[src/design/sbh_pkg.sv]
`default_nettype none
// ----------------------------------------------------------------------------
// sbh_pkg
// Shared types, constants and SHA-256 functions for the byte stream hasher.
// ----------------------------------------------------------------------------
package sbh_pkg;

  // One input word: a message byte with its flags.
  typedef struct packed {
    logic [7:0] data_byte;
    logic       byte_present;
    logic       last;
  } sbh_item_t;

  // One output word: the finished digest.
  typedef struct packed {
    logic [31:0] hash_word_0;
    logic [31:0] hash_word_1;
    logic [31:0] hash_word_2;
    logic [31:0] hash_word_3;
    logic [31:0] hash_word_4;
    logic [31:0] hash_word_5;
    logic [31:0] hash_word_6;
    logic [31:0] hash_word_7;
  } sbh_digest_t;

  // Sequencer states.
  typedef enum logic [2:0] {
    S_IDLE,
    S_ROUND,
    S_ADD,
    S_PAD,
    S_OUT
  } sbh_state_t;

  // Control from the sequencer to the schedule and round units.
  typedef struct packed {
    logic       push;
    logic [7:0] push_byte;
    logic       init;
    logic       calc;
    logic       step;
    logic [5:0] round;
    logic       finish;
    logic       restart;
  } sbh_ctrl_t;

  localparam int unsigned LEN_FIELD_BITS = 64;
  localparam logic [7:0]  PAD_MARK       = 8'h80;
  localparam logic [5:0]  LEN_OFFSET     = 6'd56;
  localparam logic [5:0]  FILL_LAST      = 6'd63;
  localparam logic [5:0]  ROUND_LAST     = 6'd63;

  // Initial hash values; entry 0 is the first word.
  localparam logic [7:0][31:0] H_INIT = {
    32'h5be0cd19, 32'h1f83d9ab, 32'h9b05688c, 32'h510e527f,
    32'ha54ff53a, 32'h3c6ef372, 32'hbb67ae85, 32'h6a09e667
  };

  function automatic logic [31:0] big_sigma0(input logic [31:0] x);
    big_sigma0 = {x[1:0], x[31:2]} ^ {x[12:0], x[31:13]} ^ {x[21:0], x[31:22]};
  endfunction

  function automatic logic [31:0] big_sigma1(input logic [31:0] x);
    big_sigma1 = {x[5:0], x[31:6]} ^ {x[10:0], x[31:11]} ^ {x[24:0], x[31:25]};
  endfunction

  function automatic logic [31:0] small_sigma0(input logic [31:0] x);
    small_sigma0 = {x[6:0], x[31:7]} ^ {x[17:0], x[31:18]} ^ {3'b000, x[31:3]};
  endfunction

  function automatic logic [31:0] small_sigma1(input logic [31:0] x);
    small_sigma1 = {x[16:0], x[31:17]} ^ {x[18:0], x[31:19]} ^ {10'b0, x[31:10]};
  endfunction

  // Round constants.
  function automatic logic [31:0] round_k(input logic [5:0] idx);
    case (idx)
      6'd0:  round_k = 32'h428a2f98;
      6'd1:  round_k = 32'h71374491;
      6'd2:  round_k = 32'hb5c0fbcf;
      6'd3:  round_k = 32'he9b5dba5;
      6'd4:  round_k = 32'h3956c25b;
      6'd5:  round_k = 32'h59f111f1;
      6'd6:  round_k = 32'h923f82a4;
      6'd7:  round_k = 32'hab1c5ed5;
      6'd8:  round_k = 32'hd807aa98;
      6'd9:  round_k = 32'h12835b01;
      6'd10: round_k = 32'h243185be;
      6'd11: round_k = 32'h550c7dc3;
      6'd12: round_k = 32'h72be5d74;
      6'd13: round_k = 32'h80deb1fe;
      6'd14: round_k = 32'h9bdc06a7;
      6'd15: round_k = 32'hc19bf174;
      6'd16: round_k = 32'he49b69c1;
      6'd17: round_k = 32'hefbe4786;
      6'd18: round_k = 32'h0fc19dc6;
      6'd19: round_k = 32'h240ca1cc;
      6'd20: round_k = 32'h2de92c6f;
      6'd21: round_k = 32'h4a7484aa;
      6'd22: round_k = 32'h5cb0a9dc;
      6'd23: round_k = 32'h76f988da;
      6'd24: round_k = 32'h983e5152;
      6'd25: round_k = 32'ha831c66d;
      6'd26: round_k = 32'hb00327c8;
      6'd27: round_k = 32'hbf597fc7;
      6'd28: round_k = 32'hc6e00bf3;
      6'd29: round_k = 32'hd5a79147;
      6'd30: round_k = 32'h06ca6351;
      6'd31: round_k = 32'h14292967;
      6'd32: round_k = 32'h27b70a85;
      6'd33: round_k = 32'h2e1b2138;
      6'd34: round_k = 32'h4d2c6dfc;
      6'd35: round_k = 32'h53380d13;
      6'd36: round_k = 32'h650a7354;
      6'd37: round_k = 32'h766a0abb;
      6'd38: round_k = 32'h81c2c92e;
      6'd39: round_k = 32'h92722c85;
      6'd40: round_k = 32'ha2bfe8a1;
      6'd41: round_k = 32'ha81a664b;
      6'd42: round_k = 32'hc24b8b70;
      6'd43: round_k = 32'hc76c51a3;
      6'd44: round_k = 32'hd192e819;
      6'd45: round_k = 32'hd6990624;
      6'd46: round_k = 32'hf40e3585;
      6'd47: round_k = 32'h106aa070;
      6'd48: round_k = 32'h19a4c116;
      6'd49: round_k = 32'h1e376c08;
      6'd50: round_k = 32'h2748774c;
      6'd51: round_k = 32'h34b0bcb5;
      6'd52: round_k = 32'h391c0cb3;
      6'd53: round_k = 32'h4ed8aa4a;
      6'd54: round_k = 32'h5b9cca4f;
      6'd55: round_k = 32'h682e6ff3;
      6'd56: round_k = 32'h748f82ee;
      6'd57: round_k = 32'h78a5636f;
      6'd58: round_k = 32'h84c87814;
      6'd59: round_k = 32'h8cc70208;
      6'd60: round_k = 32'h90befffa;
      6'd61: round_k = 32'ha4506ceb;
      6'd62: round_k = 32'hbef9a3f7;
      6'd63: round_k = 32'hc67178f2;
      default: round_k = '0;
    endcase
  endfunction

endpackage
`default_nettype wire

[src/design/sha256_byte_stream_hasher.sv]
// Message bytes are taken one per cycle while the sequencer is idle, not while a block
// is compressed or padded or a digest waits to load. Each full 64-byte block runs 64
// rounds on the one shared round unit, each in two halves, then an add into the
// chaining value. A closing word costs 9 to 72 padding bytes at one per cycle, one or two
// block compressions, then the digest word is loaded once the last one is taken.
// The digest word waits in its own register; synchronous reset empties it and the block.
`default_nettype none
// ----------------------------------------------------------------------------
// sha256_byte_stream_hasher
// SHA-256 over a byte stream: byte packing, padding and length sequencer
// around a shared round unit.
// ----------------------------------------------------------------------------
module sha256_byte_stream_hasher #(
  parameter int unsigned LENGTH_COUNTER_BITS = 64
) (
  input  wire                  logic clk,
  input  wire                  logic rst,
  input  wire                  logic item_valid,
  output                       logic item_ready,
  input  wire sbh_pkg::sbh_item_t    item,
  output                       logic digest_valid,
  input  wire                  logic digest_ready,
  output      sbh_pkg::sbh_digest_t  digest
);

  sbh_pkg::sbh_state_t              state;
  sbh_pkg::sbh_state_t              state_next;
  sbh_pkg::sbh_ctrl_t               ctrl;
  sbh_pkg::sbh_digest_t             chain_word;
  logic [5:0]                       fill;
  logic [LENGTH_COUNTER_BITS-1:0]   count;
  logic [5:0]                       round;
  logic                             phase;
  logic                             closing;
  logic                             sent80;
  logic                             tail;
  logic                             final_blk;
  logic                             accept_in;
  logic                             accept_out;
  logic                             out_load;
  logic                             wrap;
  logic [sbh_pkg::LEN_FIELD_BITS-1:0] bit_len;
  logic [5:0]                       len_base;
  logic [7:0]                       len_byte;
  logic [7:0]                       pad_byte;
  logic [31:0]                      w_word;

  assign accept_in  = item_valid && item_ready;
  assign accept_out = digest_valid && digest_ready;
  assign out_load   = (state == sbh_pkg::S_OUT) && (!digest_valid || digest_ready);
  assign wrap       = (fill == sbh_pkg::FILL_LAST);

  // Padding byte: the marker, then zeros, then the bit length big-endian.
  always_comb begin
    bit_len  = sbh_pkg::LEN_FIELD_BITS'(count) << 3;
    len_base = {~fill[2:0], 3'b000};
    len_byte = bit_len[len_base +: 8];
    if (!sent80) begin
      pad_byte = sbh_pkg::PAD_MARK;
    end else if (tail && (fill >= sbh_pkg::LEN_OFFSET)) begin
      pad_byte = len_byte;
    end else begin
      pad_byte = '0;
    end
  end

  // Next state.
  always_comb begin
    state_next = state;
    case (state)
      sbh_pkg::S_IDLE: begin
        if (accept_in) begin
          if (item.byte_present && wrap) begin
            state_next = sbh_pkg::S_ROUND;
          end else if (item.last) begin
            state_next = sbh_pkg::S_PAD;
          end
        end
      end
      sbh_pkg::S_ROUND: begin
        if (phase && (round == sbh_pkg::ROUND_LAST)) begin
          state_next = sbh_pkg::S_ADD;
        end
      end
      sbh_pkg::S_ADD: begin
        if (final_blk) begin
          state_next = sbh_pkg::S_OUT;
        end else if (closing) begin
          state_next = sbh_pkg::S_PAD;
        end else begin
          state_next = sbh_pkg::S_IDLE;
        end
      end
      sbh_pkg::S_PAD: begin
        if (wrap) begin
          state_next = sbh_pkg::S_ROUND;
        end
      end
      sbh_pkg::S_OUT: begin
        if (out_load) begin
          state_next = sbh_pkg::S_IDLE;
        end
      end
      default: state_next = sbh_pkg::S_IDLE;
    endcase
  end

  // Outputs of the sequencer.
  always_comb begin
    item_ready     = (state == sbh_pkg::S_IDLE);
    ctrl.push      = ((state == sbh_pkg::S_IDLE) && item_valid && item.byte_present)
                   || (state == sbh_pkg::S_PAD);
    ctrl.push_byte = (state == sbh_pkg::S_IDLE) ? item.data_byte : pad_byte;
    ctrl.init      = ctrl.push && wrap;
    ctrl.calc      = (state == sbh_pkg::S_ROUND) && !phase;
    ctrl.step      = (state == sbh_pkg::S_ROUND) && phase;
    ctrl.round     = round;
    ctrl.finish    = (state == sbh_pkg::S_ADD);
    ctrl.restart   = out_load;
  end

  // Sequencer registers, counters and padding flags.
  always_ff @(posedge clk) begin
    if (rst) begin
      state        <= sbh_pkg::S_IDLE;
      fill         <= '0;
      count        <= '0;
      round        <= '0;
      phase        <= 1'b0;
      closing      <= 1'b0;
      sent80       <= 1'b0;
      tail         <= 1'b0;
      final_blk    <= 1'b0;
      digest_valid <= 1'b0;
    end else begin
      state <= state_next;
      if (ctrl.push) begin
        fill <= fill + 6'd1;
      end
      if (accept_in && item.byte_present) begin
        count <= count + LENGTH_COUNTER_BITS'(1);
      end
      if (ctrl.init) begin
        round <= '0;
        phase <= 1'b0;
      end else if (state == sbh_pkg::S_ROUND) begin
        phase <= ~phase;
        if (phase) begin
          round <= round + 6'd1;
        end
      end
      if (accept_in && item.last) begin
        closing <= 1'b1;
      end
      // The length goes in this block only if the marker landed before it;
      // a marker in the last byte of a block pushes the length to the next.
      if (state == sbh_pkg::S_PAD) begin
        if (!sent80) begin
          sent80 <= 1'b1;
          tail   <= (fill < sbh_pkg::LEN_OFFSET) || wrap;
        end else if (wrap) begin
          if (tail) begin
            final_blk <= 1'b1;
          end else begin
            tail <= 1'b1;
          end
        end
      end
      if (out_load) begin
        count     <= '0;
        closing   <= 1'b0;
        sent80    <= 1'b0;
        tail      <= 1'b0;
        final_blk <= 1'b0;
      end
      // The digest word stays offered until it is taken.
      if (out_load) begin
        digest_valid <= 1'b1;
      end else if (accept_out) begin
        digest_valid <= 1'b0;
      end
    end
  end

  // Output register for the digest word.
  always_ff @(posedge clk) begin
    if (out_load) begin
      digest <= chain_word;
    end
  end

  sbh_sched u_sched (
    .clk    (clk),
    .ctrl   (ctrl),
    .w_word (w_word)
  );

  sbh_round u_round (
    .clk    (clk),
    .rst    (rst),
    .ctrl   (ctrl),
    .w_word (w_word),
    .digest (chain_word)
  );

`ifndef ASSERT_OFF
  // A digest is only loaded once the final block has been fully consumed.
  assert property (@(posedge clk) disable iff (rst)
    (state == sbh_pkg::S_OUT) |-> (fill == '0))
    else $error("digest loaded with a part-filled block");

  // The last round hands over to the chaining value update.
  assert property (@(posedge clk) disable iff (rst)
    ((state == sbh_pkg::S_ROUND) && phase && (round == sbh_pkg::ROUND_LAST))
      |=> (state == sbh_pkg::S_ADD))
    else $error("compression did not end after the last round");

  // A closing word always makes the block busy.
  assert property (@(posedge clk) disable iff (rst)
    (accept_in && item.last) |=> !item_ready)
    else $error("closing word did not start padding");

  // The update of the final block is followed by the digest hand-off.
  assert property (@(posedge clk) disable iff (rst)
    ((state == sbh_pkg::S_ADD) && final_blk) |=> (state == sbh_pkg::S_OUT))
    else $error("final block finished without a digest");

  // Loading the digest clears the length for the next message.
  assert property (@(posedge clk) disable iff (rst)
    out_load |=> ((state == sbh_pkg::S_IDLE) && (count == '0) && digest_valid))
    else $error("state not restored after digest");

  // A waiting digest word is held unchanged.
  assert property (@(posedge clk) disable iff (rst)
    (digest_valid && !digest_ready) |=> (digest_valid && $stable(digest)))
    else $error("digest word changed while waiting");
`endif

endmodule
`default_nettype wire

[src/design/sbh_sched.sv]
`default_nettype none
// ----------------------------------------------------------------------------
// sbh_sched
// Block buffer and message schedule. Bytes shift in at the bottom of a
// 512-bit line; during the rounds the same line acts as the sixteen-word
// schedule window, oldest word at the top.
// ----------------------------------------------------------------------------
module sbh_sched (
  input  wire                logic        clk,
  input  wire sbh_pkg::sbh_ctrl_t         ctrl,
  output      logic [31:0]                w_word
);

  logic [511:0] block;
  logic [31:0]  w_new;

  // Next schedule word from the fixed taps of the window.
  always_comb begin
    w_new = block[511:480] + sbh_pkg::small_sigma0(block[479:448])
          + block[223:192] + sbh_pkg::small_sigma1(block[63:32]);
  end

  // Byte loading and word shifting share the one line.
  always_ff @(posedge clk) begin
    if (ctrl.push) begin
      block <= {block[503:0], ctrl.push_byte};
    end else if (ctrl.step) begin
      block <= {block[479:0], w_new};
    end
  end

  assign w_word = block[511:480];

endmodule
`default_nettype wire

[src/design/sbh_round.sv]
`default_nettype none
// ----------------------------------------------------------------------------
// sbh_round
// Shared round unit: working variables, one round in two halves, and the
// chaining value that collects each block's result.
// ----------------------------------------------------------------------------
module sbh_round (
  input  wire                 logic        clk,
  input  wire                 logic        rst,
  input  wire sbh_pkg::sbh_ctrl_t          ctrl,
  input  wire                 logic [31:0] w_word,
  output      sbh_pkg::sbh_digest_t        digest
);

  logic [7:0][31:0] chain;
  logic [7:0][31:0] wv;
  logic [31:0]      t1;
  logic [31:0]      t2;
  logic [31:0]      t1_next;
  logic [31:0]      t2_next;

  // First half of a round: the two temporary sums.
  always_comb begin
    t1_next = wv[7] + sbh_pkg::big_sigma1(wv[4])
            + ((wv[4] & wv[5]) ^ (~wv[4] & wv[6]))
            + sbh_pkg::round_k(ctrl.round) + w_word;
    t2_next = sbh_pkg::big_sigma0(wv[0])
            + ((wv[0] & wv[1]) ^ (wv[0] & wv[2]) ^ (wv[1] & wv[2]));
  end

  always_ff @(posedge clk) begin
    if (ctrl.calc) begin
      t1 <= t1_next;
      t2 <= t2_next;
    end
  end

  // Second half of a round: rotate the working variables.
  always_ff @(posedge clk) begin
    if (ctrl.init) begin
      wv <= chain;
    end else if (ctrl.step) begin
      wv[7] <= wv[6];
      wv[6] <= wv[5];
      wv[5] <= wv[4];
      wv[4] <= wv[3] + t1;
      wv[3] <= wv[2];
      wv[2] <= wv[1];
      wv[1] <= wv[0];
      wv[0] <= t1 + t2;
    end
  end

  // Chaining value: initial values after reset and after each digest.
  always_ff @(posedge clk) begin
    if (rst || ctrl.restart) begin
      chain <= sbh_pkg::H_INIT;
    end else if (ctrl.finish) begin
      for (int i = 0; i < 8; i++) begin
        chain[i] <= chain[i] + wv[i];
      end
    end
  end

  assign digest.hash_word_0 = chain[0];
  assign digest.hash_word_1 = chain[1];
  assign digest.hash_word_2 = chain[2];
  assign digest.hash_word_3 = chain[3];
  assign digest.hash_word_4 = chain[4];
  assign digest.hash_word_5 = chain[5];
  assign digest.hash_word_6 = chain[6];
  assign digest.hash_word_7 = chain[7];

endmodule
`default_nettype wire
[config.mk]
export PLATFORM = sky130hd
export DESIGN_NAME = sha256_byte_stream_hasher
export DESIGN_NICKNAME = d
export VERILOG_FILES = /design/src/design/sbh_pkg.sv /design/src/design/sha256_byte_stream_hasher.sv /design/src/design/sbh_sched.sv /design/src/design/sbh_round.sv
export SDC_FILE = /design/constraint.sdc
export NUM_CORES = 2
export LEC_CHECK = 0
export ABC_CLOCK_PERIOD_IN_PS = 98800
export BUFFER_PORTS_ARGS = -buffer_cell sky130_fd_sc_hd__buf_2
export CORE_MARGIN = 5
export CORE_UTILIZATION = 45
export DETAILED_ROUTE_END_ITERATION = 12
export SLEW_MARGIN = 10
export SYNTH_ARGS = -nofsm -noshare
export SYNTH_HDL_FRONTEND = slang
export SYNTH_HIERARCHICAL = 1
export SYNTH_SLANG_ARGS = --single-unit
[constraint.sdc]
create_clock -name clk -period 98.8 [get_ports clk]
set_input_delay 4.94 -clock clk [delete_from_list [all_inputs] [get_ports clk]]
set_output_delay 4.94 -clock clk [all_outputs]
set_load 0.02 [all_outputs]
==> flow_metrics.py <==
metrics = {
    "status": {
        "status": "finished clean",
    },
    "setup_path": {
        "worstPathRequired_ps": 99340,
        "worstSetupPathDepth": 9,
        "rr_worst_depth": 22,
        "crit_buf_inv": 5,
        "r2r_slack_ps": 91990,
        "crit_top_cell": "buf_4",
        "critPathMaxStageDelay_ps": 720,
        "path_class": "primary input to register",
        "cp_max_fo": 190,
        "crit_path_end_kind": "register",
        "reg2reg_from": "round[1]",
        "arrival_ps": 9220,
        "cpMaxStageDelayCell": "buf_4",
        "rr_endpoint": "u_round/t1[31]",
        "startpoint_type": "primary input",
        "cpLargestDelayFamily": "buffers and inverters",
        "crit_chain": "buf_2 -> nand4bb_1 -> a21oi_4 -> buf_12 -> and2_4 -> buf_4 -> buf_4 -> buf_4 -> mux2_2",
    },
    "drt": {
        "first_pass_iters": 6,
        "drt_iter0_markers": 5410,
        "routed_via_density": 5.83,
        "wl_per_cell_um": 24.8,
        "drc_errors": 0,
        "ant_nets": 0,
        "vias": 59800,
        "routed_wl_um": 254000,
    },
    "logic_synthesis": {
        "synth_compound_area_share_pct": 12.8,
        "synthCells": 7511,
        "synth_top_family_by_area": "compound AO/OA/AOI/OAI gates",
        "synth.avg_cell_area_um2": 11.2,
        "synth-edff-count": 1088,
        "synth_xor_area_share_pct": 6.29,
        "synth.area.mux_share_pct": 11.1,
        "syn_area_um2": 84400,
        "synth_top_area_share_pct": 38.7,
        "synth_largest_area_cell": "edfxtp_1",
        "yosysSeqAreaShare_pct": 46.7,
        "async_flop_share_pct": 0,
        "synth-simple-area-share_pct": 8.93,
        "synth-seq-cells": 1426,
        "ys.flop_type": "edfxtp_1",
        "syn-num-nets": 8122,
        "synthAdderAreaFrac_pct": 10.7,
        "yosys_warnings": 6,
        "synth_cell_types": 108,
        "synth_area_leaders": "edfxtp_1, mux2_2, dfxtp_1",
    },
    "clock_network": {
        "cts_max_level": 4,
        "cts_tree": "yes",
        "cts_buffers": 157,
        "cts.path.max_buffers": 3,
        "hold_buffers": 0,
        "cts_root_buf": "clkbuf_16",
        "worstSkewPairLatency_ps": 810,
        "cts_resized": 0,
        "cts_setup_buffers": 0,
        "cts.sinks": 1426,
        "path_clk_slew_ps": 60,
    },
    "timing": {
        "worst_pin_slew_ps": 1260,
        "setup_tns_ps": 0,
        "rsz0062_at_grt": "false",
        "fin_ws_ps": 90120,
        "hold_viol": 0,
        "clock.fmax_ghz": 0.115,
        "slew_violations": 0,
        "setup_viol": 0,
        "fin_hold_ws_ps": 471,
        "final.period_utilization_pct": 8.79,
        "relSlewSlack_pct": 15.7,
        "finalCriticalPeriod_ps": 8680,
        "fin_skew_ps": 35.0,
    },
    "placement": {
        "gp_congestion": 0.978,
        "io_buffer_count": 271,
        "dpl.cell_count": 9957,
        "dp_slack_ps": 89210,
        "dp_hpwl_um": 190000,
        "place_area_um2": 87900,
    },
    "floorplan": {
        "die_area_um2": 196000,
        "io_pins": 272,
        "core_um2": 187000,
        "initial_core_util_pct": 45.1,
        "num_rows": 159,
        "die_w_um": 443,
        "die_h_um": 443,
    },
    "hold_path": {
        "hp-start": "closing",
        "worstHoldEndpoint": "closing",
        "min_path_cells": 2,
        "hold_class": "register to register",
    },
    "pwr": {
        "leakagePower_nw": 34.2,
        "power_mw": 2.51,
        "peakVddDrop_mv": 0.0321,
        "power.density_nw_per_um2": 27.0,
    },
    "finish": {
        "fin_util_pct": 49.7,
        "nNetsFinal": 8232,
        "area_growth_pct": 10.2,
        "drive_above_1_share_pct": 17.8,
        "stdcell_count": 10200,
        "finish.instance_area_um2": 93000,
        "n_fill_cell": 16700,
    },
    "grt": {
        "grt_use_total_pct": 25.0,
        "grt_pass1_vias": 57800,
        "grt_max_degree": 194,
        "overflow": 0,
        "grt_pass1_wl_um": 374000,
        "antenna_found_initial": 7,
    },
    "run": {
        "drv_cap": 0,
    },
}
## tightest hold or removal path, stage by stage, from the launching register on
cell and delay (ps):
dfxtp_1 320, a31oi_1 40, nor2_1 70
## layer usage
metal / global-route usage, % / part of all wire (%) / vias to the layer above
li1: - / - / 27800
met1: 34.4 / 44 / 29600
met2: 40.7 / 46 / 1941
met3: 3.56 / 5.9 / 412
met4: 8.49 / 3.7 / 2
met5: 0 / 0.0028 / -
## kinds of logic after synthesis
family	after synthesis
simple gates	1588
xor+xnor	606
compound gates	1719
buf+inv	720
mux	824
flops	1426
fa+ha+maj	628
## cell usage in the layout, fill, tap and decap left out, types with 98 or more instances in the layout
cell       instances
edfxtp_1        1088
mux2_2           706
nand2_1          507
o21ai_0          496
a21oi_1          473
nor2_1           447
xnor2_1          431
ha_1             431
dfxtp_1          334
inv_1            333
buf_2            271
a21o_1           180
xor2_1           175
fa_1             166
clkbuf_16        163
nand3_1          113
nor3_1            98
## area by class of cell
class	instances	area, µm²	share of cell area, %
multi-input combinational	5365	42200	45.3
antenna	2	5.00	0.00538
clock inverter	75	732	0.787
clock buffer	215	4360	4.69
timing repair buffer	335	1900	2.04
sequential	1426	39400	42.4
inverter	336	1270	1.36
tap	2495	3120	3.36
## state kept, by name (all words and copies together) (netlist names), 6 cells and up
register        flops
count              61
digest            256
fill                6
round               6
u_round/digest    256
u_round/t1         32
u_round/t2         32
u_round/wv        256
u_sched/block     512
## power by group
part           leakage (nW)  switching [mW]  internal [mW]  total [mW]
Combinational          18.9           0.627          0.434        1.06
Sequential             12.8          0.0862          0.780       0.866
Clock                  2.48           0.246          0.341       0.587
## cells in the mapped netlist, drive strengths merged, types with 49 or more instances
cell type	n
fa	166
o21a	67
a21o	182
nand2b	54
o21bai	49
clkbuf	296
mux2i	96
buf	88
a31oi	49
inv	334
nand2	509
mux2	706
ha	431
nor2	451
nor2b	60
dfxtp	338
a211oi	75
xnor2	431
o211ai	53
nand3	113
edfxtp	1088
nor3	99
o21ai	513
nand4	73
a21oi	475
xor2	175
## how the worst max path moves through the flow
stage                          endpoint  slack (ps)          from
detailed placement       u_round/wv[37]       89210    item_valid
floorplan           u_round/digest[124]       63720  digest_ready
global placement         u_round/wv[67]       89330    item_valid
finish                   u_round/wv[37]       90120    item_valid
global route             u_round/wv[38]       89890    item_valid
CTS                      u_round/wv[37]       90120    item_valid
(Power assumes the default switching activity.)
